**config.mk**
```make
export PLATFORM = sky130hd
export DESIGN_NAME = snake_lattice_bond_term_generator
export DESIGN_NICKNAME = d
export VERILOG_FILES = /design/src/hw/rtl/slbt_pkg.sv /design/src/hw/rtl/slbt_div_step.sv /design/src/hw/rtl/slbt_bond_calc.sv /design/src/hw/rtl/slbt_term_emit.sv /design/src/hw/rtl/snake_lattice_bond_term_generator.sv
export VERILOG_INCLUDE_DIRS = /design/src /design/src/hw/rtl
export SDC_FILE = /design/constraint.sdc
export NUM_CORES = 2
export LEC_CHECK = 0
export BUFFER_PORTS_ARGS = -buffer_cell sky130_fd_sc_hd__buf_2
export CAP_MARGIN = 0
export CELL_PAD_IN_SITES_DETAIL_PLACEMENT = 1
export CELL_PAD_IN_SITES_GLOBAL_PLACEMENT = 2
export CORE_MARGIN = 2
export CORE_UTILIZATION = 39
export CTS_CLUSTER_SIZE = 20
export DETAILED_ROUTE_END_ITERATION = 8
export GPL_TIMING_DRIVEN = 0
export PLACE_DENSITY_LB_ADDON = 0.1
export SLEW_MARGIN = 30
export SYNTH_ARGS = -nofsm -noshare
export SYNTH_HDL_FRONTEND = slang
export SYNTH_SLANG_ARGS = --single-unit
```
**constraint.sdc**
```tcl
create_clock -name clock -period 16.23 [get_ports clock]
set_clock_uncertainty 0.1 [all_clocks]
set_input_delay 1.623 -clock clock [delete_from_list [all_inputs] [get_ports clock]]
set_output_delay 1.623 -clock clock [all_outputs]
set_load 0.02 [all_outputs]
```
**src/hw/rtl/snake_lattice_bond_term_generator_macros.svh**
```systemverilog
// Assertion macros for the snake lattice bond term generator.
// Included by the top level; no other dependencies.
`ifndef SNAKE_LATTICE_BOND_TERM_GENERATOR_MACROS_SVH
`define SNAKE_LATTICE_BOND_TERM_GENERATOR_MACROS_SVH
`ifndef SYNTHESIS
`define SLBT_ASSERT_IMPLIES(label, clk, rst, ante, cons) \
   label: assert property (@(posedge clk) disable iff (rst) (ante) |-> (cons)) \
      else $error("assertion failed");
`define SLBT_ASSERT_NEXT(label, clk, rst, ante, cons) \
   label: assert property (@(posedge clk) disable iff (rst) (ante) |=> (cons)) \
      else $error("assertion failed");
`else
`define SLBT_ASSERT_IMPLIES(label, clk, rst, ante, cons)
`define SLBT_ASSERT_NEXT(label, clk, rst, ante, cons)
`endif
`endif

```
**src/hw/rtl/slbt_pkg.sv**
```systemverilog
// Shared types and constants of the snake lattice bond term generator.
// Used by every module of the block; depends on nothing.
package slbt_pkg;

   localparam int MAX_SIDE = 256;
   localparam int SIDE_W = 9;
   localparam int COORD_W = 8;
   localparam int SITE_W = 16;
   localparam int COUNT_W = 17;
   localparam int NUM_BONDS = 4;
   localparam int NUM_SLOTS = 12;
   localparam int DIV_BITS = 4;

   localparam logic [1:0] OP_PLUS = 2'd0;
   localparam logic [1:0] OP_MINUS = 2'd1;
   localparam logic [1:0] OP_Z = 2'd2;

   localparam logic [2:0] CODE_J1 = 3'd0;
   localparam logic [2:0] CODE_JZ1 = 3'd1;
   localparam logic [2:0] CODE_J2 = 3'd2;
   localparam logic [2:0] CODE_JZ2 = 3'd3;
   localparam logic [2:0] CODE_PAIR = 3'd4;

   typedef enum logic [2:0] {
      REG_WIDTH = 3'd0,
      REG_HEIGHT = 3'd1,
      REG_PERIODIC_X = 3'd2,
      REG_PERIODIC_Y = 3'd3,
      REG_ACTIVE_SITES = 3'd4,
      REG_COUPLING_ENABLE = 3'd5,
      REG_PAIRS_ONLY = 3'd6
   } reg_index_type;

   typedef struct packed {
      logic [SIDE_W-1:0] width;
      logic [SIDE_W-1:0] height;
      logic periodic_x;
      logic periodic_y;
      logic [COUNT_W-1:0] site_count;
      logic [3:0] enable;
      logic pairs;
   } cfg_type;

   typedef struct packed {
      logic valid;
      logic [SITE_W-1:0] idx;
      logic [SITE_W-1:0] num;
      logic [SIDE_W-1:0] rem;
      logic [SITE_W-1:0] quo;
   } div_type;

   typedef struct packed {
      logic valid;
      logic [SITE_W-1:0] idx;
      logic [NUM_BONDS-1:0][SITE_W-1:0] nb;
      logic [NUM_SLOTS-1:0] mask;
      logic pairs;
   } bond_type;

endpackage

```
**src/hw/rtl/slbt_div_step.sv**
```systemverilog
// One registered stage of the restoring divider that splits the site index
// into column and row; four quotient bits per stage. Depends on slbt_pkg.
module slbt_div_step import slbt_pkg::*; (
   input  logic clock,
   input  logic reset,
   input  logic enable,
   input  logic [SIDE_W-1:0] divisor,
   input  div_type stage_in,
   output div_type stage_out
);

   div_type stage_ff, stage_in_comb;

   always_comb begin
      logic [SIDE_W:0] trial;
      stage_in_comb = stage_in;
      for (int i = 0; i < DIV_BITS; i++) begin
         trial = {stage_in_comb.rem, stage_in_comb.num[SITE_W-1]};
         stage_in_comb.num = {stage_in_comb.num[SITE_W-2:0], 1'b0};
         if (trial >= {1'b0, divisor}) begin
            stage_in_comb.rem = SIDE_W'(trial - {1'b0, divisor});
            stage_in_comb.quo = {stage_in_comb.quo[SITE_W-2:0], 1'b1};
         end else begin
            stage_in_comb.rem = trial[SIDE_W-1:0];
            stage_in_comb.quo = {stage_in_comb.quo[SITE_W-2:0], 1'b0};
         end
      end
   end

   always_ff @(posedge clock) begin
      if (reset) begin
         stage_ff.valid <= 1'b0;
      end else if (enable) begin
         stage_ff <= stage_in_comb;
      end
   end

   assign stage_out = stage_ff;

endmodule

```
**src/hw/rtl/slbt_bond_calc.sv**
```systemverilog
// Two pipeline stages that turn column and row into the four neighbor
// indices and the mask of terms to emit. Depends on slbt_pkg.
module slbt_bond_calc import slbt_pkg::*; (
   input  logic clock,
   input  logic reset,
   input  logic enable,
   input  cfg_type cfg,
   input  div_type div_in,
   output bond_type bond_out
);

   // Stage A registers.
   logic a_valid_ff;
   logic [SITE_W-1:0] a_idx_ff;
   logic [COORD_W-1:0] a_jy_ff, a_ya_ff;
   logic a_ix_odd_ff, a_xr_odd_ff, a_xl_odd_ff;
   logic [COUNT_W-1:0] a_pix_ff, a_pxr_ff, a_pxl_ff;
   logic a_up_ok_ff, a_right_ok_ff, a_left_ok_ff;

   logic [COORD_W-1:0] ix, r, hm1, wm1, jy, ya, xr, xl;
   logic up_ok, right_ok, left_ok;

   always_comb begin
      ix = div_in.quo[COORD_W-1:0];
      r = div_in.rem[COORD_W-1:0];
      hm1 = COORD_W'(cfg.height - SIDE_W'(1));
      wm1 = COORD_W'(cfg.width - SIDE_W'(1));
      jy = ix[0] ? COORD_W'(hm1 - r) : r;
      up_ok = (jy < hm1) || ((jy == hm1) && cfg.periodic_y);
      right_ok = (ix < wm1) || ((ix == wm1) && cfg.periodic_x);
      left_ok = (ix != '0) || cfg.periodic_x;
      ya = (jy == hm1) ? '0 : COORD_W'(jy + COORD_W'(1));
      xr = (ix == wm1) ? '0 : COORD_W'(ix + COORD_W'(1));
      xl = (ix == '0) ? wm1 : COORD_W'(ix - COORD_W'(1));
   end

   always_ff @(posedge clock) begin
      if (reset) begin
         a_valid_ff <= 1'b0;
      end else if (enable) begin
         a_valid_ff <= div_in.valid;
      end
   end

   always_ff @(posedge clock) begin
      if (enable) begin
         a_idx_ff <= div_in.idx;
         a_jy_ff <= jy;
         a_ya_ff <= ya;
         a_ix_odd_ff <= ix[0];
         a_xr_odd_ff <= xr[0];
         a_xl_odd_ff <= xl[0];
         a_pix_ff <= COUNT_W'(ix) * COUNT_W'(cfg.height);
         a_pxr_ff <= COUNT_W'(xr) * COUNT_W'(cfg.height);
         a_pxl_ff <= COUNT_W'(xl) * COUNT_W'(cfg.height);
         a_up_ok_ff <= up_ok;
         a_right_ok_ff <= right_ok;
         a_left_ok_ff <= left_ok;
      end
   end

   function automatic logic [COUNT_W-1:0] snake_at(
      input logic [COUNT_W-1:0] base,
      input logic odd,
      input logic [COORD_W-1:0] y,
      input logic [SIDE_W-1:0] h
   );
      logic [COUNT_W-1:0] res;
      if (odd) begin
         res = base + COUNT_W'(h) - COUNT_W'(1) - COUNT_W'(y);
      end else begin
         res = base + COUNT_W'(y);
      end
      return res;
   endfunction

   // Stage B: neighbor indices and the term slot mask.
   bond_type b_ff, b_in;

   always_comb begin
      logic [NUM_BONDS-1:0][COUNT_W-1:0] nb;
      logic [NUM_BONDS-1:0] keep;
      logic nn_en, diag_en, pm_en, z_en;
      nb[0] = snake_at(a_pix_ff, a_ix_odd_ff, a_ya_ff, cfg.height);
      nb[1] = snake_at(a_pxr_ff, a_xr_odd_ff, a_jy_ff, cfg.height);
      nb[2] = snake_at(a_pxl_ff, a_xl_odd_ff, a_ya_ff, cfg.height);
      nb[3] = snake_at(a_pxr_ff, a_xr_odd_ff, a_ya_ff, cfg.height);
      nn_en = cfg.pairs || cfg.enable[0] || cfg.enable[1];
      // A wrapped neighbor on a side of one is the site itself.
      diag_en = !cfg.pairs && (cfg.enable[2] || cfg.enable[3]) &&
                (cfg.width != SIDE_W'(1)) && (cfg.height != SIDE_W'(1)) && a_up_ok_ff;
      keep[0] = nn_en && a_up_ok_ff && (cfg.height != SIDE_W'(1)) &&
                (nb[0] < cfg.site_count);
      keep[1] = nn_en && a_right_ok_ff && (cfg.width != SIDE_W'(1)) &&
                (nb[1] < cfg.site_count);
      keep[2] = diag_en && a_left_ok_ff && (nb[2] < cfg.site_count);
      keep[3] = diag_en && a_right_ok_ff && (nb[3] < cfg.site_count);
      b_in.valid = a_valid_ff;
      b_in.idx = a_idx_ff;
      b_in.pairs = cfg.pairs;
      for (int k = 0; k < NUM_BONDS; k++) begin
         b_in.nb[k] = nb[k][SITE_W-1:0];
         pm_en = (k < 2) ? cfg.enable[0] : cfg.enable[2];
         z_en = (k < 2) ? cfg.enable[1] : cfg.enable[3];
         if (cfg.pairs) begin
            b_in.mask[3*k] = keep[k];
            b_in.mask[3*k+1] = 1'b0;
            b_in.mask[3*k+2] = 1'b0;
         end else begin
            b_in.mask[3*k] = keep[k] && pm_en;
            b_in.mask[3*k+1] = keep[k] && pm_en;
            b_in.mask[3*k+2] = keep[k] && z_en;
         end
      end
   end

   always_ff @(posedge clock) begin
      if (reset) begin
         b_ff.valid <= 1'b0;
      end else if (enable) begin
         b_ff <= b_in;
      end
   end

   assign bond_out = b_ff;

endmodule

```
**src/hw/rtl/slbt_term_emit.sv**
```systemverilog
// Term sequencer: holds one site's bond list and sends one term per cycle
// through the output register. Depends on slbt_pkg.
module slbt_term_emit import slbt_pkg::*; (
   input  logic clock,
   input  logic reset,
   input  bond_type bond_in,
   output logic advance,
   output logic rsp_valid,
   output logic [2:0] rsp_coupling_code,
   output logic [1:0] rsp_first_operator,
   output logic [SITE_W-1:0] rsp_lower_site,
   output logic [1:0] rsp_second_operator,
   output logic [SITE_W-1:0] rsp_upper_site,
   output logic rsp_last_term
);

   logic [NUM_SLOTS-1:0] mask_ff, mask_in;
   logic [SITE_W-1:0] idx_ff;
   logic [NUM_BONDS-1:0][SITE_W-1:0] nb_ff;
   logic pairs_ff;

   logic [NUM_SLOTS-1:0] low_bit, rest;
   logic [1:0] bond_k, term_t;
   logic free, load;

   logic valid_ff;
   logic [2:0] code_ff;
   logic [1:0] op1_ff, op2_ff;
   logic [SITE_W-1:0] lo_ff, hi_ff;
   logic last_ff;

   always_comb begin
      low_bit = mask_ff & NUM_SLOTS'(~mask_ff + NUM_SLOTS'(1));
      rest = mask_ff & ~low_bit;
      bond_k = '0;
      term_t = '0;
      for (int i = 0; i < NUM_SLOTS; i++) begin
         if (low_bit[i]) begin
            bond_k = 2'(i / 3);
            term_t = 2'(i % 3);
         end
      end
      // The held list can be replaced once its final term goes out this cycle.
      free = (rest == '0);
      load = bond_in.valid && (bond_in.mask != '0) && free;
      advance = !bond_in.valid || (bond_in.mask == '0) || free;
      mask_in = load ? bond_in.mask : rest;
   end

   always_ff @(posedge clock) begin
      if (reset) begin
         mask_ff <= '0;
         valid_ff <= 1'b0;
      end else begin
         mask_ff <= mask_in;
         valid_ff <= (mask_ff != '0);
      end
   end

   always_ff @(posedge clock) begin
      if (load) begin
         idx_ff <= bond_in.idx;
         nb_ff <= bond_in.nb;
         pairs_ff <= bond_in.pairs;
      end
   end

   always_ff @(posedge clock) begin
      logic [SITE_W-1:0] other;
      other = nb_ff[bond_k];
      if (pairs_ff) begin
         code_ff <= CODE_PAIR;
         op1_ff <= OP_PLUS;
         op2_ff <= OP_PLUS;
      end else begin
         unique case (term_t)
            2'd0: begin
               code_ff <= bond_k[1] ? CODE_J2 : CODE_J1;
               op1_ff <= OP_PLUS;
               op2_ff <= OP_MINUS;
            end
            2'd1: begin
               code_ff <= bond_k[1] ? CODE_J2 : CODE_J1;
               op1_ff <= OP_MINUS;
               op2_ff <= OP_PLUS;
            end
            default: begin
               code_ff <= bond_k[1] ? CODE_JZ2 : CODE_JZ1;
               op1_ff <= OP_Z;
               op2_ff <= OP_Z;
            end
         endcase
      end
      lo_ff <= (idx_ff < other) ? idx_ff : other;
      hi_ff <= (idx_ff < other) ? other : idx_ff;
      last_ff <= (rest == '0);
   end

   assign rsp_valid = valid_ff;
   assign rsp_coupling_code = code_ff;
   assign rsp_first_operator = op1_ff;
   assign rsp_second_operator = op2_ff;
   assign rsp_lower_site = lo_ff;
   assign rsp_upper_site = hi_ff;
   assign rsp_last_term = last_ff;

endmodule

```
**src/hw/rtl/snake_lattice_bond_term_generator.sv**
```systemverilog
// Top level of the snake lattice bond term generator: registers, input
// stage, divider stages, bond calculation and term sequencer. Uses slbt_pkg.
//
//   channel   ports                       handshake
//   input     start, busy, req_site_index accepted when start and not busy
//   result    rsp_*                       rsp_valid strobe, one cycle each
//   config    csr_*                       csr_valid and csr_ready
//
// An item passes the input stage, four divider stages, two bond stages, the term
// sequencer and the output register before its first term leaves; busy holds it in place.
// Terms leave one per cycle, up to twelve per item, and the receiver cannot stall.
// Busy is high while a new list waits behind one with more than one term left.
// Reset clears the valid bits and the registers to their reset values.
module snake_lattice_bond_term_generator import slbt_pkg::*; (
   input  logic clock,
   input  logic reset,
   input  logic start,
   output logic busy,
   input  logic [SITE_W-1:0] req_site_index,
   output logic rsp_valid,
   output logic [2:0] rsp_coupling_code,
   output logic [1:0] rsp_first_operator,
   output logic [SITE_W-1:0] rsp_lower_site,
   output logic [1:0] rsp_second_operator,
   output logic [SITE_W-1:0] rsp_upper_site,
   output logic rsp_last_term,
   input  logic csr_valid,
   output logic csr_ready,
   input  logic [2:0] csr_index,
   input  logic [COUNT_W-1:0] csr_data
);

`include "snake_lattice_bond_term_generator_macros.svh"

   logic [SIDE_W-1:0] width_ff, height_ff;
   logic periodic_x_ff, periodic_y_ff, pairs_only_ff;
   logic [COUNT_W-1:0] active_sites_ff, total_ff;
   logic [3:0] enable_ff;

   always_ff @(posedge clock) begin
      if (reset) begin
         width_ff <= SIDE_W'(1);
         height_ff <= SIDE_W'(1);
         periodic_x_ff <= 1'b0;
         periodic_y_ff <= 1'b0;
         active_sites_ff <= '0;
         enable_ff <= '0;
         pairs_only_ff <= 1'b0;
      end else if (csr_valid) begin
         unique case (csr_index)
            REG_WIDTH: width_ff <= csr_data[SIDE_W-1:0];
            REG_HEIGHT: height_ff <= csr_data[SIDE_W-1:0];
            REG_PERIODIC_X: periodic_x_ff <= csr_data[0];
            REG_PERIODIC_Y: periodic_y_ff <= csr_data[0];
            REG_ACTIVE_SITES: active_sites_ff <= csr_data;
            REG_COUPLING_ENABLE: enable_ff <= csr_data[3:0];
            REG_PAIRS_ONLY: pairs_only_ff <= csr_data[0];
            default: ;
         endcase
      end
   end

   assign csr_ready = 1'b1;

   function automatic logic [SIDE_W-1:0] eff_side(input logic [SIDE_W-1:0] v);
      logic [SIDE_W-1:0] res;
      if (v == '0) begin
         res = SIDE_W'(1);
      end else if (v > SIDE_W'(MAX_SIDE)) begin
         res = SIDE_W'(MAX_SIDE);
      end else begin
         res = v;
      end
      return res;
   endfunction

   cfg_type cfg;

   always_comb begin
      cfg.width = eff_side(width_ff);
      cfg.height = eff_side(height_ff);
      cfg.periodic_x = periodic_x_ff;
      cfg.periodic_y = periodic_y_ff;
      cfg.site_count = pairs_only_ff ? total_ff : active_sites_ff;
      cfg.enable = enable_ff;
      cfg.pairs = pairs_only_ff;
   end

   // The site total is registered, so it follows the registers in the next cycle.
   always_ff @(posedge clock) begin
      total_ff <= COUNT_W'(cfg.width) * COUNT_W'(cfg.height);
   end

   logic advance;
   div_type s0_ff;
   logic in_range;

   assign busy = !advance;
   assign in_range = ({1'b0, req_site_index} < cfg.site_count) &&
                     ({1'b0, req_site_index} < total_ff);

   always_ff @(posedge clock) begin
      if (reset) begin
         s0_ff.valid <= 1'b0;
      end else if (advance) begin
         s0_ff.valid <= start && in_range;
      end
      if (advance) begin
         s0_ff.idx <= req_site_index;
         s0_ff.num <= req_site_index;
         s0_ff.rem <= '0;
         s0_ff.quo <= '0;
      end
   end

   div_type div1, div2, div3, div4;

   slbt_div_step u_div1 (.clock, .reset, .enable(advance), .divisor(cfg.height),
                         .stage_in(s0_ff), .stage_out(div1));
   slbt_div_step u_div2 (.clock, .reset, .enable(advance), .divisor(cfg.height),
                         .stage_in(div1), .stage_out(div2));
   slbt_div_step u_div3 (.clock, .reset, .enable(advance), .divisor(cfg.height),
                         .stage_in(div2), .stage_out(div3));
   slbt_div_step u_div4 (.clock, .reset, .enable(advance), .divisor(cfg.height),
                         .stage_in(div3), .stage_out(div4));

   bond_type bond;

   slbt_bond_calc u_bond (
      .clock, .reset, .enable(advance), .cfg, .div_in(div4), .bond_out(bond)
   );

   slbt_term_emit u_emit (
      .clock,
      .reset,
      .bond_in(bond),
      .advance,
      .rsp_valid,
      .rsp_coupling_code,
      .rsp_first_operator,
      .rsp_lower_site,
      .rsp_second_operator,
      .rsp_upper_site,
      .rsp_last_term
   );

   `SLBT_ASSERT_IMPLIES(a_sites_ordered, clock, reset, rsp_valid, rsp_lower_site <= rsp_upper_site)
   `SLBT_ASSERT_NEXT(a_stall_holds, clock, reset, busy, bond.valid && $stable(bond.idx))
   `SLBT_ASSERT_IMPLIES(a_busy_needs_terms, clock, reset, busy, bond.valid && bond.mask != '0)

endmodule

```
Word-level counts from Yosys, hierarchy flattened
Index checks and enable logic that the tools add are counted.

Register bits: 574. Input bits: 40. Output and inout bits: 43. Logic and storage cells: 270.

$add $sub $neg: 37. $mul: 4. Order comparisons: 28. Equality and inequality tests: 11. Mux-type cells: 62. Bitwise logic cells: 5. Reduce and logical (&&, ||, !) cells: 58.

Operator list (count): $mux 25 (15); $ge 10x9->1 (15); $sub 9x9->9 (14); $mux 17 (5); $add 17x8->17 (4); $lt 17x17->1 (4); $sub 17x8->17 (4); $add 17x9->17 (3); $mul 8x9->17 (3); $sub 17x1->17 const B (3); $mux 16 (3); $mux 2 (18); $mux 9 (4); $lt 16x17->1 (2); $bmux 16 s2 (1); $logic_and 1x1->1 (28); $and 12x12->12 (2); $logic_not 12->1 (2); $mux 24 (1); $mux 8 (3); $not 12->12 (2); $reduce_bool 12->1 (2); $sub 8x1->8 const B (3); $gt 9x9->1 const B (2); other kinds (29) (62).

Longest topological paths before layout
Word-level depth: 17. Gate-level depth with buffers: 46. Mapped depth without buffers: 41.

Cells and area by module
A second synthesis with hierarchy kept.

Cell total of the unflattened synthesis: 4678. Area total of the unflattened synthesis: 47807.1 um^2.

By module, submodules not included: slbt_bond_calc (times used 1, cells each 2351, area each 22008.6 um^2, seq. area each 5505.3 um^2); slbt_div_step (u_div3 ...) (times used 2, cells each 312, area each 3672.3 um^2, seq. area each 1611.5 um^2); snake_lattice_bond_term_generator (times used 1, cells each 708, area each 6039.5 um^2, seq. area each 1681.6 um^2); slbt_term_emit (times used 1, cells each 365, area each 5152.4 um^2, seq. area each 3453.3 um^2); slbt_div_step (u_div1) (times used 1, cells each 323, area each 3637.2 um^2, seq. area each 1611.5 um^2); slbt_div_step (u_div2) (times used 1, cells each 307, area each 3624.7 um^2, seq. area each 1611.5 um^2).

Least setup slack after synthesis
OpenSTA, ideal clock, no wires.

Path kind: register to register. Start point: reg u_emit.mask_ff[3]. End point: reg u_bond.b_ff (netlist bit u_bond.bond_out[0]), enable pin. Library setup time: 772 ps. Arrival: 10692 ps. Required time: 15358 ps. Slack: 4665 ps. Stages on the path, launching flop included: 11. Buffers on the path: 2. Clock period less this slack: 11565 ps. Cell sequence: dfxtp_1 -> buf_6 -> nor4_2 -> nand3_1 -> maj3_1 -> nor2_1 -> o21bai_1 -> a21oi_1 -> nor2_1 -> buf_1 -> nor2_1.

Longest elaborated chain between the ends: 8.

RTL lines: start: declaration (RTL line slbt_term_emit.sv:17) `logic [NUM_SLOTS-1:0] mask_ff, mask_in;`; start signal: assignment (RTL line slbt_term_emit.sv:55) `mask_ff <= mask_in;`; $not 12->12 (RTL line slbt_term_emit.sv:33) `low_bit = mask_ff & NUM_SLOTS'(~mask_ff + NUM_SLOTS'(1));`; $add 12x1->12 (RTL line slbt_term_emit.sv:33); $and 12x12->12 (RTL line slbt_term_emit.sv:33); $not 12->12 (RTL line slbt_term_emit.sv:34) `rest = mask_ff & ~low_bit;`; $and 12x12->12 (*) (RTL line slbt_term_emit.sv:34); $logic_not 12->1 (*) (RTL line slbt_term_emit.sv:44) `free = (rest == '0);`; via u_emit.free (RTL line slbt_term_emit.sv:24) `logic free, load;`; $logic_or 1x1->1 (*) (RTL line slbt_term_emit.sv:46) `advance = !bond_in.valid || (bond_in.mask == '0) || free;`; $reduce_and 2->1 (no source line) (*); end signal: assignment (RTL line slbt_bond_calc.sv:121) `b_ff <= b_in;`; end: declaration (RTL line slbt_bond_calc.sv:78) `bond_type b_ff, b_in;`.

The timed path passes the listed nets; every way through them passes the cells marked *. A chain may end at the register's enable or synchronous reset.

==> flow_metrics.py <==
metrics = {
    "run_status": {
        "status": "finished clean",
    },
    "sta": {
        "worst_pin_slew_ps": 975,
        "rsz0062_at_grt": "no",
        "max_freq_mhz": 81.6,
        "hold_viol_final": 0,
        "finalCriticalPeriod_ps": 12250,
        "drv_slew": 0,
        "layout_setup_ws_ps": 3980,
        "setup_violations": 0,
        "setup_tns_ps": 0,
        "slew_headroom": 0.331,
        "period_share": 0.755,
    },
    "critical_path": {
        "worst-path-max-fanout": 19,
        "worst_setup_path_start_kind": "flip-flop",
        "r2r_start": "height_ff[2]",
        "critPathMostFrequentCell": "o21ai_0",
        "rrSetupSlack_ps": 3980,
        "crit_slowest_cell": "mux2i_2",
        "path_delay_family": "compound AO/OA/AOI/OAI gates",
        "crit_arrival_ps": 12560,
        "cp-end-kind": "flip-flop",
        "worstRegToRegCells": 41,
        "crit_type": "flip-flop to flip-flop",
        "critPathBufInv": 5,
        "r2r-end": "u_div2.stage_out[22]",
        "max_stage_delay_ps": 630,
        "path_depth": 41,
        "crit_required_ps": 16540,
    },
    "global_routing": {
        "antenna_found_initial": 5,
        "grt_pass1_vias": 33400,
        "grt_max_degree": 82,
        "gr-total-overflow": 0,
        "grt_usage": 0.245,
        "grt_pass1_wl_mm": 208,
    },
    "cells_and_area": {
        "seq_area_um2": 14100,
        "drive_above_1_share": 0.0839,
        "filler_cell_count": 12300,
        "final_area_um2": 47800,
        "final_common_cell": "ha_1",
        "final_cell_mix": "545 x ha_1, 506 x inv_1, 390 x edfxtp_1",
        "synthToLayoutAreaGrowth_pct": 11.7,
        "nets": 5323,
        "multi_input_area_um2": 26400,
    },
    "logic_synthesis": {
        "yosysUniqueCellTypes": 98,
        "synth.top_cell.area_share": 0.274,
        "synth_cells": 4355,
        "ys_seq_area_frac": 0.329,
        "avgSynthCellArea_um2": 9.82,
        "ys_seq_elements": 507,
        "ys_warn_count": 0,
        "synth.cell_area_um2": 42800,
        "synth_edf_count": 390,
        "netlist_top_cells_area": "edfxtp_1 27%, ha_1 16%, fa_1 10%",
        "syn-num-nets": 5156,
        "synthFlopType": "edfxtp_1",
        "yosysTopAreaCell": "edfxtp_1",
        "synthArstFlopShare": 0,
    },
    "floorplanning": {
        "die-area_um2": 112000,
        "fp.dieH_um": 335,
        "die_w_um": 335,
        "num_rows": 121,
        "coreArea_um2": 109000,
        "ioPinCount": 83,
        "start_util": 0.393,
    },
    "route": {
        "wl_mm": 137,
        "wl_per_cell_um": 22.9,
        "drt_iter0_drc": 1583,
        "num_vias": 32000,
        "avgViaCountPerCell": 5.34,
        "drc": 0,
        "dr.pass1.iters": 5,
        "antenna_left": 0,
    },
    "clock_network": {
        "clock_sinks": 507,
        "cts_root_buffer": "clkbuf_16",
        "cts_tree": "done",
        "htreeDepth": 2,
        "cts_made_buffers": 61,
        "cts_hold_buf": 0,
        "cts-resized-gates": 0,
        "cts_setup_buffers": 0,
        "clk_pin_slew_worst_paths_ps": 60,
        "clock_latency_ps": 670,
        "cts_buffer_depth": 3,
    },
    "hold_path": {
        "min_to": "u_emit.nb_ff[10]",
        "worstHoldPathCells": 0,
        "hp-start": "u_bond.bond_out[23]",
        "hp-class": "flip-flop to flip-flop",
    },
    "job": {
        "max_cap_viol_count": 0,
    },
    "place": {
        "place_ws_ps": 3710,
        "port_buffers": 80,
        "hpwl_mm": 111,
        "dpl_cell_area_um2": 45600,
        "gp_congestion": 0.855,
    },
}
==> worst register-to-register path: cells and delay by family, from the launching register on <==
kind / cells / cell delay, ps
flip-flops: 1 / 360
AO/OA/AOI/OAI: 18 / 4610
multiplexers: 4 / 1910
buffers and inverters: 5 / 1290
AND/OR/NAND/NOR: 9 / 2090
adder cells (fa/ha/maj): 5 / 1650
==> cells in the mapped netlist (79+ instances only) <==
cell type / n
edfxtp_1: 390
dfxtp_1: 117
a21o_1: 86
nand2_1: 381
mux2i_1: 79
mux2_2: 101
inv_1: 509
xnor2_1: 188
o21ai_0: 185
clkbuf_1: 82
nor2b_1: 81
nor2_1: 351
fa_1: 216
xor2_1: 93
a21oi_1: 271
ha_1: 545
==> stage by stage <==
stage,instances,utilization,hold WS [ps]
2_1_floorplan,4355,-,300
3_3_place_gp,5849,0.413,300
3_5_place_dp,5873,0.419,305
4_1_cts,5989,0.439,315
5_1_grt,5990,0.439,318
6_report,5990,0.439,317
==> per-layer routing <==
layer	global-route usage	vias to the layer above	part of all wire
met1	0.344	16000	0.48
met2	0.411	468	0.47
li1	-	15400	-
met3	0.0210	115	0.030
met5	0	-	0
met4	0.0535	0	0.021
==> kinds of logic (layout without fill, tap and decap cells) <==
kind of cell	count (synthesis)	count (layout)	share of synthesized area
DFF	507	507	0.329
buffers and inverters	624	844	0.0562
and+or+nand+nor	1183	1183	0.129
other	1	2	0.0000877
adders and majority gates	763	763	0.261
xor gates and xnor gates	282	282	0.0581
muxes	184	184	0.0462
AOI/OAI and AO/OA	811	811	0.120
==> registers in the layout, summed over array words and instances (netlist names), 26 cells and up <==
signal / flops
u_bond.bond_out: 94
u_div1.stage_out: 26
u_div2.stage_out: 26
u_div3.stage_out: 30
u_div4.stage_out: 33
u_emit.nb_ff: 64
==> cell type report <==
cell class | count | share of cell area
repair buffers | 104 | 0.0211
diodes | 1 | 0.0000524
inverters | 516 | 0.0408
clock inverters | 35 | 0.0105
plain buffers | 108 | 0.0103
flip-flops and latches | 507 | 0.294
clock buffers | 81 | 0.0339
multi-input cells | 3224 | 0.552
well taps | 1414 | 0.0370
==> worst max-delay path by stage <==
stage / start / to / slack (ps)
3_3_place_gp: u_emit.mask_ff[3] / u_bond.bond_out[23] / -120
2_1_floorplan: u_emit.mask_ff[3] / u_bond.bond_out[0] / 4670
3_5_place_dp: height_ff[2] / u_div2.stage_out[22] / 3710
5_1_grt: height_ff[2] / u_div2.stage_out[24] / 3100
6_report: height_ff[2] / u_div2.stage_out[22] / 3980
4_1_cts: height_ff[2] / u_div2.stage_out[22] / 3600
Power is left out: the tool's default activity adds up to more than one toggle a clock period on the data nets, which glitch-free logic cannot reach.
